[src/jpid_pkg.sv]
// shared types and constants for the joint pid torque controller
// no dependencies; imported by every module of the block

package jpid_pkg;

  // register file index codes
  typedef enum logic [2:0] {
    CFG_GAIN_P     = 3'd0,
    CFG_GAIN_I     = 3'd1,
    CFG_GAIN_D     = 3'd2,
    CFG_TORQUE_MIN = 3'd3,
    CFG_TORQUE_MAX = 3'd4,
    CFG_ANGLE_MIN  = 3'd5,
    CFG_ANGLE_MAX  = 3'd6
  } cfg_idx_e;

  // which torque limit was applied
  typedef enum logic [1:0] {
    CLAMP_NONE = 2'd0,
    CLAMP_LOW  = 2'd1,
    CLAMP_HIGH = 2'd2
  } clamp_e;

  // reset values of the limit registers
  localparam logic signed [31:0] LIMIT_LOW_RST  = 32'sh8000_0000;
  localparam logic signed [31:0] LIMIT_HIGH_RST = 32'sh7fff_ffff;

  // integrator saturation bounds, q32.16
  localparam logic signed [47:0] ACC_MAX = 48'sh7fff_ffff_ffff;
  localparam logic signed [47:0] ACC_MIN = 48'sh8000_0000_0000;

  // input transaction
  typedef struct packed {
    logic               op;
    logic signed [31:0] target_angle;
    logic signed [31:0] measured_angle;
    logic signed [31:0] target_velocity;
    logic signed [31:0] measured_velocity;
  } jpid_in_t;

  // result transaction
  typedef struct packed {
    logic signed [31:0] torque;
    clamp_e             clamp_state;
  } jpid_out_t;

  // configuration registers, all q16.16
  typedef struct packed {
    logic signed [31:0] gain_p;
    logic signed [31:0] gain_i;
    logic signed [31:0] gain_d;
    logic signed [31:0] torque_min;
    logic signed [31:0] torque_max;
    logic signed [31:0] angle_min;
    logic signed [31:0] angle_max;
  } jpid_cfg_t;

  // error stage result: position error, velocity error, updated integrator
  typedef struct packed {
    logic               clr;
    logic signed [32:0] err;
    logic signed [32:0] verr;
    logic signed [47:0] acc;
  } jpid_err_t;

  // the three exact gain products in q.32
  typedef struct packed {
    logic               clr;
    logic signed [64:0] p_prod;
    logic signed [79:0] i_prod;
    logic signed [64:0] d_prod;
  } jpid_prod_t;

endpackage

[src/jpid_err_stage.sv]
// input register, target angle clamp, error forming and integrator state
// depends on jpid_pkg

module jpid_err_stage (
  input  logic                 clk_i,
  input  logic                 rst_ni,
  input  logic                 en_i,
  input  logic                 in_fire_i,
  input  jpid_pkg::jpid_in_t   in_data_i,
  input  jpid_pkg::jpid_cfg_t  cfg_i,
  output logic                 valid_o,
  output jpid_pkg::jpid_err_t  err_o
);
  import jpid_pkg::*;

  logic               in_valid_q;
  jpid_in_t           in_q;
  logic signed [47:0] integ_q;
  logic signed [32:0] prev_err_q;
  logic               s2_valid_q;
  jpid_err_t          s2_q;

  logic signed [31:0] tgt;
  logic signed [32:0] err;
  logic signed [32:0] verr;
  logic signed [48:0] acc_sum;
  logic signed [47:0] acc;

  // clamp target, form errors, saturating integrator add
  always_comb begin
    tgt = in_q.target_angle;
    if (tgt < cfg_i.angle_min) begin
      tgt = cfg_i.angle_min;
    end
    if (cfg_i.angle_max < tgt) begin
      tgt = cfg_i.angle_max;
    end
    err  = 33'(tgt) - 33'(in_q.measured_angle);
    verr = 33'(in_q.target_velocity) - 33'(in_q.measured_velocity);

    acc_sum = 49'(integ_q) + 49'(prev_err_q);
    if (acc_sum > 49'(ACC_MAX)) begin
      acc = ACC_MAX;
    end else if (acc_sum < 49'(ACC_MIN)) begin
      acc = ACC_MIN;
    end else begin
      acc = acc_sum[47:0];
    end
  end

  // control and controller state
  always_ff @(posedge clk_i or negedge rst_ni) begin
    if (!rst_ni) begin
      in_valid_q <= 1'b0;
      s2_valid_q <= 1'b0;
      integ_q    <= '0;
      prev_err_q <= '0;
    end else if (en_i) begin
      in_valid_q <= in_fire_i;
      s2_valid_q <= in_valid_q;
      if (in_valid_q) begin
        if (in_q.op) begin
          integ_q    <= '0;
          prev_err_q <= '0;
        end else begin
          integ_q    <= acc;
          prev_err_q <= err;
        end
      end
    end
  end

  // payload registers
  always_ff @(posedge clk_i) begin
    if (en_i) begin
      if (in_fire_i) begin
        in_q <= in_data_i;
      end
      s2_q.clr  <= in_q.op;
      s2_q.err  <= err;
      s2_q.verr <= verr;
      s2_q.acc  <= acc;
    end
  end

  assign valid_o = s2_valid_q;
  assign err_o   = s2_q;

  // a clear transaction zeroes the stored state
  assert property (@(posedge clk_i) disable iff (!rst_ni)
    en_i && in_valid_q && in_q.op |=> integ_q == '0 && prev_err_q == '0)
    else $error("controller state not cleared");

  // state only moves when a transaction passes the error stage
  assert property (@(posedge clk_i) disable iff (!rst_ni)
    !(en_i && in_valid_q) |=> $stable(integ_q) && $stable(prev_err_q))
    else $error("controller state changed without a transaction");

endmodule

[config.mk]
export PLATFORM = sky130hd
export DESIGN_NAME = jpid_err_stage
export DESIGN_NICKNAME = d
export VERILOG_FILES = /design/src/jpid_pkg.sv /design/src/jpid_err_stage.sv
export SDC_FILE = /design/constraint.sdc
export NUM_CORES = 1
export LEC_CHECK = 0
export BUFFER_PORTS_ARGS = -buffer_cell sky130_fd_sc_hd__buf_4
export CAP_MARGIN = 20
export CORE_ASPECT_RATIO = 1.25
export CORE_UTILIZATION = 30
export CTS_CLUSTER_DIAMETER = 120
export DETAILED_ROUTE_END_ITERATION = 16
export SYNTH_ARGS = -nofsm -noshare
export SYNTH_HDL_FRONTEND = slang
export SYNTH_SLANG_ARGS = --single-unit
[constraint.sdc]
create_clock -name clk_i -period 6.8 [get_ports clk_i]
set_input_delay 1.36 -clock clk_i [delete_from_list [all_inputs] [get_ports clk_i]]
set_output_delay 1.36 -clock clk_i [all_outputs]
set_load 0.02 [all_outputs]
==> results.json <==
{
  "status": "finished with violations",
  "violations": "setup timing",
  "ys_seq_area_share_pct": 47.9,
  "finalSetupViolations": 44,
  "dp_slack_ns": -1.90,
  "tightest_slew_ns": 1.05,
  "syn_area_per_cell_um2": 10.7,
  "syn_area_mm2": 0.0196,
  "dpl.cell_count": 3132,
  "slew_headroom_pct": 29.6,
  "cp.arrival_ns": 8.01,
  "nets": 2889,
  "syn_to_final_growth_pct": 38.4,
  "io_pins": 473,
  "synth-edff-count": 244,
  "post_drt_via_cell_ratio": 4.99,
  "drt_iter0_drc": 641,
  "min_period_ns": 7.54,
  "clk_latency_ns": 0.58,
  "die_area_mm2": 0.0665,
  "cts.path.max_buffers": 3,
  "grt_use_met1_pct": 20.6,
  "ys.warnings.count": 0,
  "wirelength_um": 63600,
  "wire_per_inst_um": 19.7,
  "rsz0062_at_grt": "yes",
  "grt_pass1_vias": 16800,
  "clock_skew_ns": 0.0341,
  "grt-ovfl-total": 0,
  "critPathSlowestCell": "fa_2",
  "fin_ws_ns": -0.744,
  "hp-class": "reg2reg",
  "start_util_pct": 30.4,
  "slew_viol_final": 0,
  "ys_types": 71,
  "antenna_found_initial": 6,
  "drive_gt1_share_pct": 34.5,
  "cts_tree": "done",
  "slowest_delay_ns": 0.36,
  "vdd_drop_max_uv": 230,
  "power_density_mw_per_mm2": 377,
  "power_leakage_nw": 12.3,
  "top_usage_layer": "met2",
  "synth_cells": 1835,
  "use_met2_pct": 34.8,
  "path_clk_slew_ns": 0.06,
  "gp_congestion": 0.912,
  "clock.fmax_ghz": 0.133,
  "period_share_pct": 111,
  "rows": 104,
  "finalSetupTns_ns": -18.16,
  "synth_seq_cells": 327,
  "grt_max_degree": 87,
  "route.detailed.drc": 0,
  "port_buffers": 312,
  "synthFlopType": "edfxtp_1",
  "clockRootBuffer": "clkbuf_16",
  "met3_usage_pct": 5.77,
  "synthArstFlopShare_pct": 25.4,
  "grt_usage_pct": 18.9,
  "whs_ns": 0.490,
  "antenna_cells": 0,
  "cts_sinks": 327,
  "required_ns": 7.26,
  "num_vias": 16100,
  "crit_type": "in2reg",
  "final_cells": 3234,
  "cp_top_family": "compound AO/OA/AOI/OAI gates",
  "cpMostUsedCell": "buf_4",
  "path_max_fanout": 7,
  "ant_nets": 0,
  "cp-start-kind": "input port",
  "hold_viol_final": 0,
  "synthesis.nets": 2369,
  "maxCapViolations": 0,
  "fp.coreArea_mm2": 0.0645,
  "post-route-util_pct": 42.1,
  "path_buf_inv": 12,
  "grt_pass1_wl_um": 96500,
  "h-tree-depth": 2,
  "die_height_um": 288,
  "dp.final_hpwl_um": 49200,
  "die_x_um": 231,
  "first_pass_iters": 4,
  "setup.worst_path.end_class": "flip-flop",
  "cts_buffers": 39
}
==> routing by layer <==
layer	part of all wire [%]	vias up
met3	7.1	111
li1	-	7880
met4	2.9	12
met5	0.14	-
met2	51	447
met1	39	7682
==> cell families (layout without fill, tap and decap cells) <==
kind of cell,count (synthesis),after routing,synth area share [%]
AO/OA/AOI/OAI,563,563,20.2
AND/OR/NAND/NOR,392,392,9.40
buffers and inverters,241,792,4.85
multiplexers,39,39,2.00
XOR/XNOR,95,95,4.24
adder cells (fa/ha/maj),178,178,11.4
flip-flops,327,327,47.9
==> metrics by stage <==
step / total power [W] / area [µm²]
finish: 0.0102 / 27200
floorplan: 0.00589 / 20000
detailed placement: 0.00770 / 24700
CTS: 0.0102 / 26800
global placement: 0.00764 / 24700
global route: 0.0109 / 27200
==> sequential cells by signal (all words and copies together) (netlist names) <==
signal and cells:
in_q 129, integ_q 48, valid_o 1, err_o 115, prev_err_q 33, in_valid_q 1
==> synth_stat cells (5+ instances only) <==
master     instances  area (µm²)
nand2_1          103         387
nor2b_1           17         106
a31oi_1           17         106
o221ai_1           5        43.8
dfrtp_1           83        2080
a221o_1           14         140
and3_1            13        81.3
a21o_1            83         623
a2111oi_0          5        43.8
a21boi_0           5        37.5
o21ai_1            8        40.0
or3_1              7        43.8
nor2_1           112         420
a21bo_2           12         120
nor4_1             6        37.5
a211o_1           32         280
o211ai_1           9        67.6
o21bai_1          17         128
a221oi_1           5        43.8
a22o_1            38         333
o21a_1             9        67.6
clkbuf_1          49         184
nor3_1            47         235
a211oi_1          12        90.1
o31ai_1           10        75.1
ha_1             174        2180
and2_1            12        75.1
xor2_1            40         350
nand4_1           24         150
xnor2_1           55         482
inv_1            167         627
o221a_2           31         349
o21ai_0           95         475
a21oi_1          126         631
edfxtp_1         244        7330
mux2i_1           37         370
nand2b_1          17         106
buf_2             16        80.1
nand3_1           22         110
==> area by class of cell <==
class / count / area (µm²)
clock buffer: 43 / 1010
clock inverter: 29 / 355
inverter: 167 / 632
multi-input combinational: 1267 / 10400
tap: 848 / 1060
timing repair buffer: 553 / 4320
sequential: 327 / 9400
fill: 6143 / 37400
==> layout by cell type, fill, tap and decap left out, types with 10 or more instances in the layout <==
| cell | n |
|---|---|
| buf_4 | 533 |
| edfxtp_1 | 244 |
| inv_1 | 150 |
| ha_1 | 142 |
| nor2_1 | 107 |
| a21oi_1 | 102 |
| nand2_1 | 96 |
| o21ai_0 | 84 |
| a21o_1 | 83 |
| dfrtp_1 | 83 |
| xnor2_1 | 48 |
| nor3_1 | 45 |
| clkbuf_16 | 40 |
| a22o_1 | 38 |
| a211o_1 | 32 |
| xor2_1 | 32 |
| ha_4 | 30 |
| o221a_2 | 27 |
| nand4_1 | 24 |
| nand3_1 | 22 |
| mux2i_1 | 21 |
| a21oi_2 | 18 |
| nand2b_1 | 16 |
| nor2b_1 | 16 |
| o21bai_1 | 16 |
| inv_2 | 15 |
| o21ai_1 | 14 |
| a221o_1 | 14 |
| and3_1 | 13 |
| a31oi_1 | 13 |
| mux2i_2 | 13 |
| a21bo_2 | 12 |
| buf_6 | 12 |
| a211oi_1 | 11 |
| and2_1 | 10 |
==> worst register-to-register path: cells and delay by family, from the launching register on <==
family	cells	cell delay, ns
compound gates	14	2.54
fa+ha+maj	4	1.10
simple gates	6	1.11
buf+inv	10	1.29
flops	1	0.44
mux	2	0.44
xor+xnor	1	0.10
==> power breakdown <==
part | internal (W) | total (W) | switching, W
combinational | 0.00222 | 0.00483 | 0.00261
sequential | 0.00286 | 0.00317 | 0.000312
clock | 0.00135 | 0.00224 | 0.000892
total | 0.00643 | 0.0102 | 0.00382
==> repair_timing <==
action,CTS,global route
endpoints found under the setup margin,55,52
resized for setup,108,55
setup buffers,26,11
pin swaps,68,33
hold buffers,0,0
cloned,1,0
==> path summary, 6_finish.rpt <==
path                                     from        endpoint  slack [ns]  cells after the start
worst max-delay path                cfg_i[37]  prev_err_q[20]       -0.74                     39
max in group asynchronous              rst_ni  prev_err_q[14]        5.35                      3
worst max register to register      in_q[101]  prev_err_q[20]       -0.33                     37
min in group asynchronous              rst_ni      integ_q[4]        0.65                      1
worst min register to register  prev_err_q[0]   prev_err_q[0]        0.49                      2
worst min-delay path            prev_err_q[0]   prev_err_q[0]        0.49                      2
(Power assumes the default switching activity.)
