--- src/jpid_pkg.sv ---
// shared types and constants for the joint pid torque controller
// no dependencies; imported by every module of the block

package jpid_pkg;

  // register file index codes
  typedef enum logic [2:0] {
    CFG_GAIN_P     = 3'd0,
    CFG_GAIN_I     = 3'd1,
    CFG_GAIN_D     = 3'd2,
    CFG_TORQUE_MIN = 3'd3,
    CFG_TORQUE_MAX = 3'd4,
    CFG_ANGLE_MIN  = 3'd5,
    CFG_ANGLE_MAX  = 3'd6
  } cfg_idx_e;

  // which torque limit was applied
  typedef enum logic [1:0] {
    CLAMP_NONE = 2'd0,
    CLAMP_LOW  = 2'd1,
    CLAMP_HIGH = 2'd2
  } clamp_e;

  // reset values of the limit registers
  localparam logic signed [31:0] LIMIT_LOW_RST  = 32'sh8000_0000;
  localparam logic signed [31:0] LIMIT_HIGH_RST = 32'sh7fff_ffff;

  // integrator saturation bounds, q32.16
  localparam logic signed [47:0] ACC_MAX = 48'sh7fff_ffff_ffff;
  localparam logic signed [47:0] ACC_MIN = 48'sh8000_0000_0000;

  // input transaction
  typedef struct packed {
    logic               op;
    logic signed [31:0] target_angle;
    logic signed [31:0] measured_angle;
    logic signed [31:0] target_velocity;
    logic signed [31:0] measured_velocity;
  } jpid_in_t;

  // result transaction
  typedef struct packed {
    logic signed [31:0] torque;
    clamp_e             clamp_state;
  } jpid_out_t;

  // configuration registers, all q16.16
  typedef struct packed {
    logic signed [31:0] gain_p;
    logic signed [31:0] gain_i;
    logic signed [31:0] gain_d;
    logic signed [31:0] torque_min;
    logic signed [31:0] torque_max;
    logic signed [31:0] angle_min;
    logic signed [31:0] angle_max;
  } jpid_cfg_t;

  // error stage result: position error, velocity error, updated integrator
  typedef struct packed {
    logic               clr;
    logic signed [32:0] err;
    logic signed [32:0] verr;
    logic signed [47:0] acc;
  } jpid_err_t;

  // the three exact gain products in q.32
  typedef struct packed {
    logic               clr;
    logic signed [64:0] p_prod;
    logic signed [79:0] i_prod;
    logic signed [64:0] d_prod;
  } jpid_prod_t;

endpackage

--- src/jpid_out_stage.sv ---
// product sum, rescale to q16.16, torque clamp, output register with skid
// depends on jpid_pkg

module jpid_out_stage (
  input  logic                  clk_i,
  input  logic                  rst_ni,
  input  logic                  en_i,
  input  logic                  valid_i,
  input  jpid_pkg::jpid_prod_t  prod_i,
  input  jpid_pkg::jpid_cfg_t   cfg_i,
  input  logic                  out_stall_i,
  output logic                  out_valid_o,
  output jpid_pkg::jpid_out_t   out_data_o,
  output logic                  hold_o
);
  import jpid_pkg::*;

  logic               s5_valid_q;
  logic               s5_clr_q;
  logic signed [65:0] s5_sum_q;
  logic signed [81:0] sum_full;

  logic               out_valid_q;
  jpid_out_t          out_q;
  logic               skid_valid_q;
  jpid_out_t          skid_q;

  logic signed [65:0] res;
  jpid_out_t          res_data;
  logic               out_fire;
  logic               take_new;
  logic               to_skid;

  // exact three-term sum, floor shift by 16
  assign sum_full = 82'(prod_i.p_prod) + 82'(prod_i.i_prod) + 82'(prod_i.d_prod);

  // low limit first, then high limit
  always_comb begin
    res                  = s5_sum_q;
    res_data.clamp_state = CLAMP_NONE;
    if (res < 66'(cfg_i.torque_min)) begin
      res                  = 66'(cfg_i.torque_min);
      res_data.clamp_state = CLAMP_LOW;
    end
    if (66'(cfg_i.torque_max) < res) begin
      res                  = 66'(cfg_i.torque_max);
      res_data.clamp_state = CLAMP_HIGH;
    end
    res_data.torque = res[31:0];
    if (s5_clr_q) begin
      res_data.torque      = '0;
      res_data.clamp_state = CLAMP_NONE;
    end
  end

  // output handshake steering
  assign out_fire = out_valid_q && !out_stall_i;
  assign take_new = en_i && s5_valid_q;
  assign to_skid  = take_new && out_valid_q && out_stall_i;

  // control registers
  always_ff @(posedge clk_i or negedge rst_ni) begin
    if (!rst_ni) begin
      s5_valid_q   <= 1'b0;
      out_valid_q  <= 1'b0;
      skid_valid_q <= 1'b0;
    end else begin
      if (en_i) begin
        s5_valid_q <= valid_i;
      end
      if (skid_valid_q) begin
        if (out_fire) begin
          skid_valid_q <= 1'b0;
        end
      end else if (take_new) begin
        out_valid_q  <= 1'b1;
        skid_valid_q <= to_skid;
      end else if (out_fire) begin
        out_valid_q <= 1'b0;
      end
    end
  end

  // payload registers
  always_ff @(posedge clk_i) begin
    if (en_i) begin
      s5_clr_q <= prod_i.clr;
      s5_sum_q <= sum_full[81:16];
    end
    if (skid_valid_q) begin
      if (out_fire) begin
        out_q <= skid_q;
      end
    end else if (take_new) begin
      if (to_skid) begin
        skid_q <= res_data;
      end else begin
        out_q <= res_data;
      end
    end
  end

  assign out_valid_o = out_valid_q;
  assign out_data_o  = out_q;
  assign hold_o      = skid_valid_q;

  // skid entry only exists behind a held output
  assert property (@(posedge clk_i) disable iff (!rst_ni)
    skid_valid_q |-> out_valid_q)
    else $error("skid holds data with output empty");

  // a stalled output keeps its skid entry
  assert property (@(posedge clk_i) disable iff (!rst_ni)
    skid_valid_q && out_stall_i |=> skid_valid_q && $stable(skid_q))
    else $error("skid entry lost under stall");

endmodule

--- config.mk ---
export PLATFORM = sky130hd
export DESIGN_NAME = jpid_out_stage
export DESIGN_NICKNAME = d
export VERILOG_FILES = /design/src/jpid_pkg.sv /design/src/jpid_out_stage.sv
export SDC_FILE = /design/constraint.sdc
export NUM_CORES = 1
export LEC_CHECK = 0
export BUFFER_PORTS_ARGS = -buffer_cell sky130_fd_sc_hd__buf_2
export CAP_MARGIN = 40
export CORE_AREA = 4 4 181 183
export DETAILED_ROUTE_END_ITERATION = 12
export DIE_AREA = 0 0 185 187
export GPL_TIMING_DRIVEN = 0
export PLACE_DENSITY = 0.78
export SYNTH_ARGS = -nofsm -noshare
export SYNTH_HDL_FRONTEND = slang
export SYNTH_SLANG_ARGS = --single-unit
--- constraint.sdc ---
create_clock -name clk_i -period 5.96 [get_ports clk_i]
set_input_delay 0.596 -clock clk_i [delete_from_list [all_inputs] [get_ports clk_i]]
set_output_delay 0.596 -clock clk_i [all_outputs]
set_load 0.01 [all_outputs]
==> metrics, run 1 <==
Min-Delay Path Class in -> reg; Syn Inst Count 1702; global-route wire length before repair 80670 µm; root buffer cell clkbuf_16; crit path DAT 6.01 ns; GR Overflow Total 0; setup tns final 0 ns; Setup crit end kind register; Synth Register Bits 138; routed wire length 53890 µm; IO Count 476; Clock Latency Late Sink 0.44 ns; clk buf depth 2; filler cell count 2691; Core Area 31230 µm²; vias in the first global route 14400; Die X 185 µm; Ys Warns 0; gr usage total 30.52%; Routed Antenna Nets 0; Mapped Area 15610 µm²; WL/cell 21.77 µm; LEAKAGE 8.264 nW; Syn Nets 2431; crit start category primary input; pwr dens 371.1 nW/µm²; Residual DRC 0; vias per cell 5.946; outcome finished clean; H-tree depth 4; Post-synth EDFFs 135; Area contributors post-synth edfxtp_1 (26%), ha_1 (17%), fa_1 (10%), a21oi_1 (6.2%), nand2_1 (3.8%); worst slew pin tran 0.7415 ns; Clock Sinks 138; Top FF cell, synth edfxtp_1; drt first-iter violations 1312; NumNets Final 2783; RePlAce Congestion 0.9836; synth-to-layout area growth 21.01%; layout cells sized above 1 22.21%; CTS Buf Count 17; Avg Inst Size Synth 9.171 µm²; Final Max Slew Viols 0; async set-reset flop share out of synthesis 2.174%; VDD IR-drop max 0.2446 mV; Vias 14720; Post-DP HPWL 46190 µm; Setup violations, final 0; final core utilization 60.48%; WP data required 6.23 ns; first-pass detailed-route iteration total 5; TritonCTS clock tree built; pin count of the biggest net entering global routing 45; initial core utilization 49.98%; Crit Path Category in -> reg; Hold Violations, Final 0; initial antenna violation count 13; Slew headroom 50.05%; period utilization 96.38%; Yosys top cell by area edfxtp_1; Synth top area share 25.97%; Synth cell types 77; CP max FO 17; die area 34600 µm²; Setup Skew 0.007280 ns; Tmin final 5.744 ns; max-cap violation count 0; register area share after synthesis 26.45%; Clock transition at path regs 0.06 ns; row cnt 65; die height 187 µm; Port-buffer cells 315; Peak Freq 0.1741 GHz
metrics by stage:
stage | worst slack, ns | area [µm²] | std cells | hold slack (ns) | power, mW
CTS | 0.0004086 | 18650 | 2465 | 0.3127 | 6.800
global placement | -1.837 | 17730 | 2419 | 0.3912 | 5.440
finish | 0.2160 | 18890 | 2475 | 0.3364 | 7.009
global route | -0.04015 | 18880 | 2472 | 0.3308 | 7.555
detailed placement | -1.974 | 17800 | 2422 | 0.3946 | 5.598
floorplan | -0.006924 | 15650 | 1702 | 0.3004 | 4.410
worst max-delay path: stages:
cell        delay, ns
buf_2            0.17
clkinvlp_4       0.12
buf_12           0.16
ha_4             0.26
buf_2            0.20
buf_1            0.50
clkbuf_1         0.62
mux2i_1          0.28
nor2_1           0.09
a221oi_4         0.23
ha_1             0.31
a21oi_1          0.18
nor2_1           0.08
a2111oi_2        0.29
nand4_1          0.25
a21oi_2          0.26
a31oi_2          0.12
a211o_1          0.30
o31ai_4          0.08
buf_6            0.16
buf_6            0.15
mux2_1           0.38
o21ai_1          0.19
layout make-up:
cell class | count | area (µm²) | share of cell area, %
multi-input combinational | 1401 | 11200 | 59.30
sequential | 138 | 4129 | 21.86
timing repair buffer | 333 | 1767 | 9.353
tap | 402 | 503.0 | 2.663
clock buffer | 17 | 425.4 | 2.252
inverter | 95 | 360.3 | 1.908
buffer | 67 | 326.6 | 1.729
clock inverter | 15 | 153.9 | 0.8148
antenna | 6 | 15.01 | 0.07949
timing repair inverter | 1 | 7.507 | 0.03975
cell usage in the layout, fill, tap and decap left out, drive strengths merged, types with 36 or more instances in the layout:
cell type / count
clkbuf: 74
a21oi: 192
xnor2: 45
nor2: 125
edfxtp: 135
fa: 79
buf: 342
a221oi: 36
o21ai: 145
inv: 103
ha: 210
nand4: 50
nand2: 161
state kept, by name, summed over array words and instances (netlist names):
signal and flops:
s5_sum_q 66, out_data_o 34, hold_o 1, s5_valid_q 1
out_valid_o 1, skid_q 34, s5_clr_q 1
cells in the mapped netlist (7+ instances only):
cell      instances
inv_1            95
and3_1            8
nor4_1           11
mux2_1           26
nand4_1          49
edfxtp_1        135
a31oi_1          10
nor3_1           26
o21ai_0         113
mux2_2            8
a21oi_1         192
fa_1             79
o21ai_1          29
o211ai_1          9
nand2b_1          7
xor2_1           19
nor2b_1          10
ha_1            210
nand2_1         159
a21o_1           35
nand3_1          29
or3_1             9
nor2_1          125
clkbuf_1         56
xnor2_1          45
a221oi_1         34
o21bai_1         20
a211oi_1         11
mux2i_1          32
final timing paths:
check | endpoint | cells after the start | slack, ns | startpoint
min in group asynchronous | s5_valid_q$_DFFE_PN0P_ | 2 | 0.49 | rst_ni
max | out_data_o[14]$_DFFE_PP_ | 23 | 0.22 | cfg_i[127]
max reg2reg | out_data_o[14]$_DFFE_PP_ | 20 | 0.37 | s5_sum_q[65]$_DFFE_PP_
min | s5_clr_q$_DFFE_PP_ | 1 | 0.34 | prod_i[210]
max in group asynchronous | out_valid_o$_DFFE_PN0P_ | 2 | 5.37 | rst_ni
min reg2reg | out_data_o[5]$_DFFE_PP_ | 2 | 0.53 | skid_q[5]$_DFFE_PP_
power by group:
| group | leakage [nW] | internal, mW | switching, mW |
|---|---|---|---|
| sequential | 1.33 | 1.49 | 0.180 |
| clock | 0.287 | 0.590 | 0.457 |
| combinational | 6.65 | 1.76 | 2.53 |
timing repair:
action,CTS,global route
pin swaps,6,13
resized for setup,39,40
hold buffers,1,0
hold endpoints to repair,3,0
gates cloned,1,0
buffers inserted,10,4
setup endpoints to repair,68,68
cell families (layout without fill, tap and decap cells):
kind of cell / count (synthesis) / in the layout / share of synthesized area [%]
compound gates: 518 / 518 / 20.55
simple gates: 464 / 464 / 13.88
fa+ha+maj: 289 / 289 / 26.97
buf+inv: 163 / 528 / 4.056
flops: 138 / 138 / 26.45
mux: 66 / 66 / 4.505
xor+xnor: 64 / 64 / 3.591
other cells: 0 / 6 / 0
routing by layer:
layer  up-vias  track usage, %  part of all wire, %
li1       7065               -                    -
met1      6817           43.54                   43
met2       735           42.17                   40
met3        88           11.51                   13
met4        12           11.24                  3.5
met5         -               0                 0.14
Power figures use the tool's default switching activity.
==> run 2, diff against run 1 <==
Settings changed: BUFFER_PORTS_ARGS -buffer_cell sky130_fd_sc_hd__buf_2 to -buffer_cell sky130_fd_sc_hd__buf_4, MAX_ROUTING_LAYER set to met4, PLACE_DENSITY 0.78 to 0.8.
==> metrics, run 2 (synthesis gave the netlist of run 1 again) <==
outcome finished clean; most frequent cells in the layout buf_4 (332), ha_1 (208), a21oi_1 (189); Largest delay share family, worst path compound AO/OA/AOI/OAI gates; setup tns final 0 ns; Setup violations, final 0; Crit Path Category in -> reg; switch share 44.49%; Tmin final 5.921 ns; Setup crit end kind register; Layout Cells excl Fill 2495; Min-Delay Path Class in -> reg; Port-buffer cells 315; WL/cell 22.37 µm; Setup Skew 0.005725 ns; Die X 185 µm; Final Max Slew Viols 0; clock power share 15.2%; first-pass detailed-route iteration total 6; max-cap violation count 0; WP data required 6.22 ns; pwr dens 364.5 nW/µm²; Residual DRC 0; gr usage total 32.28%; layout cells sized above 1 21.83%; switching power 3.181 mW; die area 34600 µm²; Slew headroom 43.10%; initial antenna violation count 29; RePlAce Congestion 0.9829; Clock transition at path regs 0.06 ns; Int Pwr 3.970 mW; filler cell count 2617; vias per cell 6.039; crit start category primary input; Hold Violations, Final 0; Top reg by flops s5_sum_q; pin count of the biggest net entering global routing 71; Worst Path Buf+Inv 8; Comb power frac 61.4%; vias in the first global route 14580; initial core utilization 49.98%; Reg power frac 23.4%; leading cell type in the layout, fill and taps excluded buf_4; max FFs per register 66; synth-to-layout area growth 25.71%; CP max FO 11; Clock Sinks 138; period utilization 99.34%; crit path DAT 6.18 ns; GR Overflow Total 0; LEAKAGE 8.497 nW; TritonCTS clock tree built; IO Count 476; clk buf depth 2; H-tree depth 4; Post-DP HPWL 46600 µm; NumNets Final 2782; drt first-iter violations 1831; Vias 15070; Routed Antenna Nets 0; VDD IR-drop max 0.2699 mV; Slowest cell on crit path o211ai_1; Most common cell on crit path buf_4; CTS Buf Count 17; placed cells 2421; Core Area 31230 µm²; routed wire length 55810 µm; Clock Latency Late Sink 0.43 ns; worst slew pin tran 0.8535 ns; row cnt 65; die height 187 µm; Peak Freq 0.1689 GHz; slowest stage delay, CP 0.40 ns; root buffer cell clkbuf_16; global-route wire length before repair 83810 µm
run 2: cell types whose count changed in the layout (fill, tap and decap cells not counted), moves of 4 or more:
cell,before,now
a221oi_2,11,15
a221oi_4,6,2
buf_2,318,3
inv_8,4,0
buf_4,11,332
diode_2,6,27
buf_6,6,2
run 2: path summary, 6_finish.rpt:
kind | startpoint | to | slack [ns] | cells after the start
worst min register to register | skid_q[30]$_DFFE_PP_ | out_data_o[30]$_DFFE_PP_ | 0.53 | 2
min in group asynchronous | rst_ni | hold_o$_DFF_PN0_ | 0.49 | 2
max in group asynchronous | rst_ni | s5_valid_q$_DFFE_PN0P_ | 5.38 | 2
worst min-delay path | prod_i[210] | s5_clr_q$_DFFE_PP_ | 0.34 | 1
worst max-delay path | cfg_i[127] | out_data_o[19]$_DFFE_PP_ | 0.04 | 26
worst max register to register | s5_sum_q[9]$_DFFE_PP_ | out_data_o[19]$_DFFE_PP_ | 0.05 | 22
run 2: timing repair:
| action | CTS | global route |
|---|---|---|
| hold endpoints to repair | 3 | 0 |
| cloned | 1 | 0 |
| setup buffers | 13 | 2 |
| pin swaps | 7 | 8 |
| gates resized for setup | 37 | 33 |
| hold buffers | 1 | 0 |
| setup endpoints to repair | 68 | 66 |
run 2: stage by stage:
stage | hold slack [ns] | instance area, µm² | util [%] | power [mW] | setup WS [ns]
2_1_floorplan | 0.3004 | 15650 | - | 4.410 | -0.006924
3_3_place_gp | 0.3861 | 18520 | 59.30 | 5.548 | -1.924
3_5_place_dp | 0.3900 | 18570 | 59.45 | 5.706 | -2.015
4_1_cts | 0.3341 | 19440 | 62.26 | 6.979 | 0.02108
5_1_grt | 0.3339 | 19600 | 62.76 | 7.647 | -0.08799
6_report | 0.3426 | 19620 | 62.83 | 7.151 | 0.03942
run 2: cell type report:
| type | count | area, µm² | share of cell area [%] |
|---|---|---|---|
| timing repair inverter | 1 | 7.507 | 0.03826 |
| clock buffer | 17 | 425.4 | 2.168 |
| sequential | 138 | 4129 | 21.04 |
| inverter | 95 | 360.3 | 1.837 |
| clock inverter | 15 | 171.4 | 0.8736 |
| tap | 402 | 503.0 | 2.563 |
| timing repair buffer | 333 | 2535 | 12.92 |
| buffer | 66 | 312.8 | 1.594 |
| multi-input combinational | 1401 | 11110 | 56.62 |
| antenna | 27 | 67.56 | 0.3443 |
run 2: power by group through the flow:
stage	combinational (mW)	sequential (mW)	clock, mW
final	4.39	1.67	1.09
after global routing	4.81	1.69	1.14
after CTS	4.22	1.67	1.09
after detailed placement	4.02	1.68	0
after global placement	3.87	1.67	0
after floorplan	2.75	1.66	0
run 2: layer usage:
metal | routed length, µm | global-route usage, % | vias to the layer above
met5 | 0 | - | -
met4 | 1113 | 8.300 | 0
met3 | 6514 | 9.024 | 68
met2 | 23080 | 44.40 | 822
met1 | 25100 | 46.98 | 7097
li1 | - | - | 7081
==> run 3, diff against run 2 <==
Settings changed: ABC_AREA set to 1, BUFFER_PORTS_ARGS -buffer_cell sky130_fd_sc_hd__buf_4 to -buffer_cell sky130_fd_sc_hd__buf_2, CORE_AREA 4 4 181 183 to 4 4 186 188, DIE_AREA 0 0 185 187 to 0 0 190 192, PLACE_DENSITY 0.8 to 0.79.
==> metrics, run 3 <==
TritonCTS clock tree built; RePlAce Congestion 1.020; CP max FO 27; Mapped Area 16500 µm²; outcome finished clean; Largest delay share family, worst path simple AND/OR/NAND/NOR gates; Post-synth EDFFs 135; GR Overflow Total 0; gr usage total 31.80%; vias per cell 5.382; NumNets Final 3214; crit start category primary input; Yosys top cell by area edfxtp_1; top-count cell post-synth nand2_1; pwr dens 356.7 nW/µm²; global-route wire length before repair 85360 µm; VDD IR-drop max 0.2528 mV; Synth Register Bits 138; Crit Path Category in -> reg; register area share after synthesis 25.02%; Most common cell on crit path nand2_1; period utilization 92.65%; Setup Skew 0.01094 ns; Syn Inst Count 2142; die height 192 µm; pin count of the biggest net entering global routing 70; final core utilization 58.84%; Avg Inst Size Synth 7.705 µm²; switching power 3.289 mW; RSZ-0062 raised after global routing false; Core Area 33110 µm²; switch share 47.33%; Synth top area share 24.56%; routed wire length 57060 µm; WL/cell 19.21 µm; Clock Latency Late Sink 0.43 ns; Comb power frac 62.1%; max FFs per register 66; Setup crit end kind register; Synth cell types 49; Area contributors post-synth edfxtp_1 (25%), ha_1 (16%), fa_1 (9.6%), nand2_1 (9.2%), inv_1 (7.9%); Worst Path Buf+Inv 7; LEAKAGE 9.421 nW; initial antenna violation count 22; Final Max Slew Viols 0; most frequent cells in the layout nand2_1 (402), inv_1 (347), buf_2 (324); Slew headroom 40.31%; drt first-iter violations 1335; Vias 15990; Tmin final 5.522 ns; clock power share 15.5%; row cnt 67; crit path DAT 5.71 ns; die area 36480 µm²; Setup violations, final 0; first-pass detailed-route iteration total 6; Post-DP HPWL 50650 µm; IO Count 476; Die X 190 µm; Routed Antenna Nets 0; most frequent cells after synthesis nand2_1 (403), inv_1 (348), a21oi_1 (230); Port-buffer cells 315; H-tree depth 4; clk buf depth 2; Top FF cell, synth edfxtp_1; Int Pwr 3.660 mW; layout cells sized above 1 17.49%; CTS Buf Count 17; Syn Nets 2871; Residual DRC 0; Hold Violations, Final 0; Min-Delay Path Class in -> reg; initial core utilization 49.84%; leading cell type in the layout, fill and taps excluded nand2_1; total power draw 6.949 mW; Layout Cells excl Fill 2971; root buffer cell clkbuf_16; Slowest cell on crit path ha_2; Ys Warns 0; max-cap violation count 0; Clock Sinks 138; synth-to-layout area growth 18.05%; Reg power frac 22.4%; async set-reset flop share out of synthesis 2.174%; placed cells 2908; Peak Freq 0.1811 GHz; Clock transition at path regs 0.06 ns; WP data required 6.14 ns; Top reg by flops s5_sum_q; worst slew pin tran 0.8954 ns; slowest stage delay, CP 0.42 ns; vias in the first global route 15560
run 3: cell count changes after synthesis, moves of 26 or more:
cell / delta
clkbuf_1: -36
nand2_1: +244
a31oi_1: +34
mux2_1: -26
a21o_1: -26
mux2i_1: -32
nand3_2: +32
a221oi_1: -34
inv_1: +253
nand3_1: +65
nand4_1: -31
nor2_1: +70
a21oi_1: +38
run 3: cell families (layout without fill, tap and decap cells):
family | count (synthesis) | in the layout | share of synthesized area (%)
simple gates | 783 | 783 | 20.78
compound gates | 478 | 478 | 15.92
buf+inv | 388 | 744 | 9.264
fa+ha+maj | 289 | 289 | 25.50
flops | 138 | 138 | 25.02
xor+xnor | 65 | 65 | 3.449
mux | 1 | 1 | 0.06822
other cells | 0 | 25 | 0
run 3: cell type report:
| cell class | instances | area (µm²) |
|---|---|---|
| Multi-Input combinational cell | 1616 | 10890 |
| Clock buffer | 19 | 432.9 |
| Antenna cell | 25 | 62.56 |
| Inverter | 349 | 1314 |
| Tap cell | 448 | 560.5 |
| Timing Repair Buffer | 324 | 1709 |
| Fill cell | 3080 | 13630 |
| Clock inverter | 13 | 163.9 |
| Buffer | 39 | 222.7 |
| Sequential cell | 138 | 4129 |
run 3: path summary, 6_finish.rpt:
path	start	endpoint	slack, ns	cells after the start
max reg2reg	s5_sum_q[65]$_DFFE_PP_	out_data_o[20]$_DFFE_PP_	0.62	29
max	cfg_i[127]	out_data_o[20]$_DFFE_PP_	0.44	32
max in group asynchronous	rst_ni	hold_o$_DFF_PN0_	5.36	2
min	prod_i[210]	s5_clr_q$_DFFE_PP_	0.34	1
min in group asynchronous	rst_ni	out_valid_o$_DFFE_PN0P_	0.48	2
min reg2reg	skid_q[26]$_DFFE_PP_	out_data_o[26]$_DFFE_PP_	0.52	2
run 3: repair_timing:
action                                  in CTS  in global routing
resized for setup                            5                  6
endpoints found under the setup margin      65                 68
hold buffers                                 1                  0
buffers inserted                             0                  5
endpoints found under the hold margin        3                  0
pin swaps                                    1                  2
run 3: power groups by stage:
stage / logic, mW / clock network, mW / registers (mW)
after global placement: 4.06 / 0 / 1.56
after CTS: 4.24 / 1.09 / 1.55
after floorplan: 2.97 / 0 / 1.55
after detailed placement: 4.21 / 0 / 1.57
final: 4.32 / 1.08 / 1.56
after global routing: 4.85 / 1.14 / 1.57
run 3: metrics by stage:
stage	cell area [µm²]	hold slack (ns)	setup TNS (ns)	setup slack [ns]
floorplan	16500	0.3004	0	0.6383
global placement	18640	0.3971	-61.00	-1.006
detailed placement	18750	0.4000	-37.65	-0.6595
CTS	19360	0.3286	0	0.01318
global route	19450	0.3283	0	0.01664
finish	19480	0.3423	0	0.4381
run 3: layer usage:
layer	part of all wire, %	track usage [%]	vias up
met5	0	-	-
met2	41	45.99	686
met1	45	43.93	7293
met3	12	9.360	66
li1	-	-	7945
met4	2.2	8.208	0
